**src/hw/rtl/nkd_pkg.sv**
```systemverilog
package nkd_pkg;

  localparam int unsigned ENTRIES_DEF    = 128;
  localparam int unsigned NAME_BYTES_DEF = 48;
  localparam int unsigned INODE_BITS_DEF = 16;

  localparam int unsigned NAME_WORDS = 6;
  localparam int unsigned WORD_W     = 64;
  localparam int unsigned INODE_IN_W = 16;
  localparam int unsigned SLOT_W     = 7;

  localparam logic [7:0] SLASH_BYTE = 8'h2F;

  localparam logic STATUS_OK   = 1'b0;
  localparam logic STATUS_FAIL = 1'b1;

  typedef enum logic [1:0] {
    REQ_LOOKUP = 2'd0,
    REQ_INSERT = 2'd1,
    REQ_DELETE = 2'd2,
    REQ_RENAME = 2'd3
  } req_e;

  typedef struct packed {
    req_e                    req_type;
    logic [WORD_W-1:0]       name_word0;
    logic [WORD_W-1:0]       name_word1;
    logic [WORD_W-1:0]       name_word2;
    logic [WORD_W-1:0]       name_word3;
    logic [WORD_W-1:0]       name_word4;
    logic [WORD_W-1:0]       name_word5;
    logic [INODE_IN_W-1:0]   inode_num;
  } req_t;

  typedef struct packed {
    logic                    status;
    logic [INODE_IN_W-1:0]   found_inode;
    logic [SLOT_W-1:0]       slot;
  } rsp_t;

  typedef struct packed {
    logic clear;
    logic load;
    logic step;
    logic finish_pre;
    logic commit;
    logic miss;
    logic publish;
  } cmd_t;

  typedef struct packed {
    logic clr_last;
    logic pre_root;
    logic pre_fail;
    logic hit;
    logic last;
  } sts_t;

endpackage

```
**src/hw/rtl/nkd_ctrl.sv**
```systemverilog
module nkd_ctrl
  import nkd_pkg::*;
(
  input  logic clk_i,
  input  logic rst_ni,
  input  logic in_valid_i,
  output logic in_ready_o,
  output logic out_valid_o,
  input  logic out_ready_i,
  input  sts_t sts_i,
  output cmd_t cmd_o
);

  typedef enum logic [2:0] {
    ST_CLEAR,
    ST_IDLE,
    ST_CHECK,
    ST_SCAN,
    ST_HOLD
  } state_e;

  state_e state_q;
  logic   out_valid_q;

  always_comb begin
    cmd_o = '0;
    case (state_q)
      ST_CLEAR: begin
        cmd_o.clear = 1'b1;
      end
      ST_IDLE: begin
        cmd_o.load = in_valid_i;
      end
      ST_CHECK: begin
        cmd_o.finish_pre = sts_i.pre_root || sts_i.pre_fail;
      end
      ST_SCAN: begin
        cmd_o.step   = 1'b1;
        cmd_o.commit = sts_i.hit;
        cmd_o.miss   = !sts_i.hit && sts_i.last;
      end
      ST_HOLD: begin
        cmd_o.publish = !out_valid_q || out_ready_i;
      end
      default: begin
        cmd_o = '0;
      end
    endcase
  end

  always_ff @(posedge clk_i or negedge rst_ni) begin
    if (!rst_ni) begin
      state_q     <= ST_CLEAR;
      out_valid_q <= 1'b0;
    end else begin
      if (cmd_o.publish) begin
        out_valid_q <= 1'b1;
      end else if (out_ready_i) begin
        out_valid_q <= 1'b0;
      end
      case (state_q)
        ST_CLEAR: begin
          if (sts_i.clr_last) begin
            state_q <= ST_IDLE;
          end
        end
        ST_IDLE: begin
          if (in_valid_i) begin
            state_q <= ST_CHECK;
          end
        end
        ST_CHECK: begin
          state_q <= cmd_o.finish_pre ? ST_HOLD : ST_SCAN;
        end
        ST_SCAN: begin
          if (cmd_o.commit || cmd_o.miss) begin
            state_q <= ST_HOLD;
          end
        end
        ST_HOLD: begin
          if (cmd_o.publish) begin
            state_q <= ST_IDLE;
          end
        end
        default: begin
          state_q <= ST_IDLE;
        end
      endcase
    end
  end

  assign in_ready_o  = (state_q == ST_IDLE);
  assign out_valid_o = out_valid_q;

endmodule

```
**config.mk**
```make
export PLATFORM = sky130hd
export DESIGN_NAME = nkd_ctrl
export DESIGN_NICKNAME = d
export VERILOG_FILES = /design/src/hw/rtl/nkd_pkg.sv /design/src/hw/rtl/nkd_ctrl.sv
export SDC_FILE = /design/constraint.sdc
export NUM_CORES = 1
export LEC_CHECK = 0
export BUFFER_PORTS_ARGS = -buffer_cell sky130_fd_sc_hd__clkbuf_2
export CORE_AREA = 2 2 39 41
export DETAILED_ROUTE_END_ITERATION = 16
export DIE_AREA = 0 0 41 43
export GPL_ROUTABILITY_DRIVEN = 0
export SLEW_MARGIN = 20
export SYNTH_ARGS = -nofsm -noshare
export SYNTH_HDL_FRONTEND = slang
export SYNTH_SLANG_ARGS = --single-unit
```
**constraint.sdc**
```tcl
create_clock -name clk_i -period 2.65 [get_ports clk_i]
set_clock_uncertainty 0.05 [all_clocks]
set_input_delay 0.265 -clock clk_i [delete_from_list [all_inputs] [get_ports clk_i]]
set_output_delay 0.265 -clock clk_i [all_outputs]
set_load 0.005 [all_outputs]
```
==> metrics.md <==
| Metric | Value |
|---|---|
| Die X | 41 um |
| Num Clock Sinks | 4 |
| Final hold slack | 205 ps |
| Reg2reg end | state_q[0] |
| Die Ht | 43 um |
| Synth Cell Area | 322 um^2 |
| Critical Path Source | state_q[0] |
| Number of synthesized register bits | 4 |
| Yosys cell types | 23 |
| Fin. max-slew vios | 0 |
| Drt wl/cell | 9.31 um |
| # IOs | 18 |
| Total Wirelength | 698 um |
| Critical path class | reg -> out |
| Reg-to-reg startpoint | state_q[1] |
| Slew margin rel. | 76.1% |
| Global-route wire length before repair | 1.26 mm |
| Hold_buf cts | 1 |
| Post-CTS Setup Bufs | 0 |
| Yosys Warn Count | 0 |
| Slowest CP cell | dfrtp_1 |
| Max Clock Freq | 609 MHz |
| DR vias | 339 |
| Core outline area | 1380 um^2 |
| Final Critical Period | 1640 ps |
| Initial antenna violation count | 0 |
| Mapped Avg Cell Area | 8.04 um^2 |
| Final hold violation count | 0 |
| Fillers | 162 |
| # resized after CTS | 0 |
| Clock Path Buffers | 2 |
| DP Area | 404 um^2 |
| CTS tree | yes |
| Pre-antenna DRT Iters | 2 |
| Register area share after synthesis | 31.1% |
| Initial DRC Count | 2 |
| P&R area growth vs syn | 35.8% |
| Peak supply drop | 398 uV |
| Signal arrival time at the worst endpoint | 1330 ps |
| Full die area | 1760 um^2 |
| Routed Antenna Nets | 0 |
| Root Buffer | clkbuf_4 |
| # rows | 14 |
| # diodes | 0 |
| Reg clk slew, reported paths | 30 ps |
| I/O Buffers | 17 |
| Worst Tran Pin Value | 359 ps |
| CP Max Fanout | 8 |
| Hold Crit Class | in -> reg |
| Final core utilization | 31.6% |
| Setup slack, reg-to-reg | 1390 ps |
| Max-cap violations | 0 |
| Clk Latency, worst-skew pair | 230 ps |
| Number of global-route vias before repair | 327 |
| Final instance area | 437 um^2 |
| Worst EP required | 2340 ps |
| WP buf/inv | 1 |
| Synth Instances | 40 |
| Leakage Power | 0.220 nW |
| Top Family by Delay on Critical Path | simple AND/OR/NAND/NOR gates |
| WP depth | 4 |
| Pin count of the biggest net entering global routing | 14 |
| Crit-path max cell delay | 470 ps |
| Layout Nets | 70 |
| CP Capture Type | output pin |
| Fraction of layout cells with a size suffix above 1 | 40.7% |
| RSZ-0062 raised after global routing | no |
| CTS Buf Count | 3 |
| DR DRC count | 0 |
| Setup TNS Final | 0 ps |
| Crit path launch type | register |
| Depth of the worst register-to-register path | 3 |
| Synth area leaders | dfrtp_1, nor3b_2, buf_6 |
| Tcrit/Tclk final | 62.0% |
| Gr usage total | 10.8% |
| Via/cell ratio | 4.52 |
| Crit path capture | cmd_o[1] |
| Largest area contributor in the netlist | dfrtp_1 |
| Initial Utilization | 23.2% |
| Post-synth top area share | 31.1% |
| Cell Chain, Critical Path | nor2b_1 -> nand2_1 -> nor3b_2 -> clkbuf_2 |
| Gr ovfl total | 0 |
| Final setup vio count | 0 |
| Power Density | 1010 nW/um^2 |
| H-tree depth | 1 |
| Syn_nets | 49 |
| Status | finished, final reports clean |
[cell families after synthesis]
group	after synthesis	share of synthesized area [%]
AO/OA/AOI/OAI	12	21.4
buffers and inverters	6	11.7
flip-flops	4	31.1
AND/OR/NAND/NOR	18	35.8
[per-stage QoR]
stage	setup WS, ps	cells	total power [W]
floorplan	1450	40	0.000315
global route	874	75	0.000494
finish	1010	75	0.000442
detailed placement	1250	71	0.000370
global placement	1280	71	0.000368
CTS	993	75	0.000451
[worst register-to-register path: cells and delay by family, from the launching register on]
kind | cells | cell delay, ps
flops | 1 | 550
compound gates | 3 | 540
[cell type report]
cell class	instances	area, um^2	share of cell area (%)
inverter	4	15.0	3.44
tap	16	20.0	4.58
sequential	4	100	22.9
clock buffer	3	22.5	5.16
multi-input combinational	30	184	42.1
timing repair buffer	18	95.1	21.8
[cells in the final DEF (no fill, tap or decap), drive strengths merged, types with 2 or more instances in the layout]
cell / instances
o21ai: 4
nor3b: 2
a21oi: 4
inv: 4
o22ai: 2
nand2: 2
dfrtp: 4
nor2: 3
clkbuf: 20
nor3: 3
[report_power, final]
| group | switching (W) | internal (W) |
|---|---|---|
| logic | 0.0000960 | 0.000116 |
| clock network | 0.0000245 | 0.0000506 |
| registers | 0.0000650 | 0.0000895 |
| total | 0.000185 | 0.000257 |
[synth_stat cells, drive strengths merged]
cell type and number:
nand3b 1, and2b 1, and2 1, nor3b 2
or2 1, o21ai 4, o22ai 2, dfrtp 4
and3 1, nand3 1, o22a 1, nor3 3
nand2 2, a21oi 4, inv 4, buf 2
nand2b 1, nor2 3, nor2b 1, a211oi 1
[registers in the layout, indices dropped and copies added, names as in the netlist]
signal,cells
state_q,3
out_valid_o,1
[layer usage]
layer,up-vias,track usage [%],part of all wire [%]
li1,179,-,-
met1,151,13.7,47
met2,7,13.8,49
met3,2,3.14,2.4
met4,0,10.0,1.1
met5,-,0,0
[worst min path at each step]
stage / from / endpoint / slack [ps] / cells after the start
CTS: out_ready_i / out_valid_o / 200 / 2
floorplan: rst_ni / out_valid_o / -80 / 0
detailed placement: rst_ni / state_q[1] / 20 / 1
global placement: rst_ni / state_q[1] / 20 / 1
global route: out_ready_i / out_valid_o / 220 / 2
finish: out_ready_i / out_valid_o / 210 / 2
Note: power is estimated with default switching activity, not from simulation.
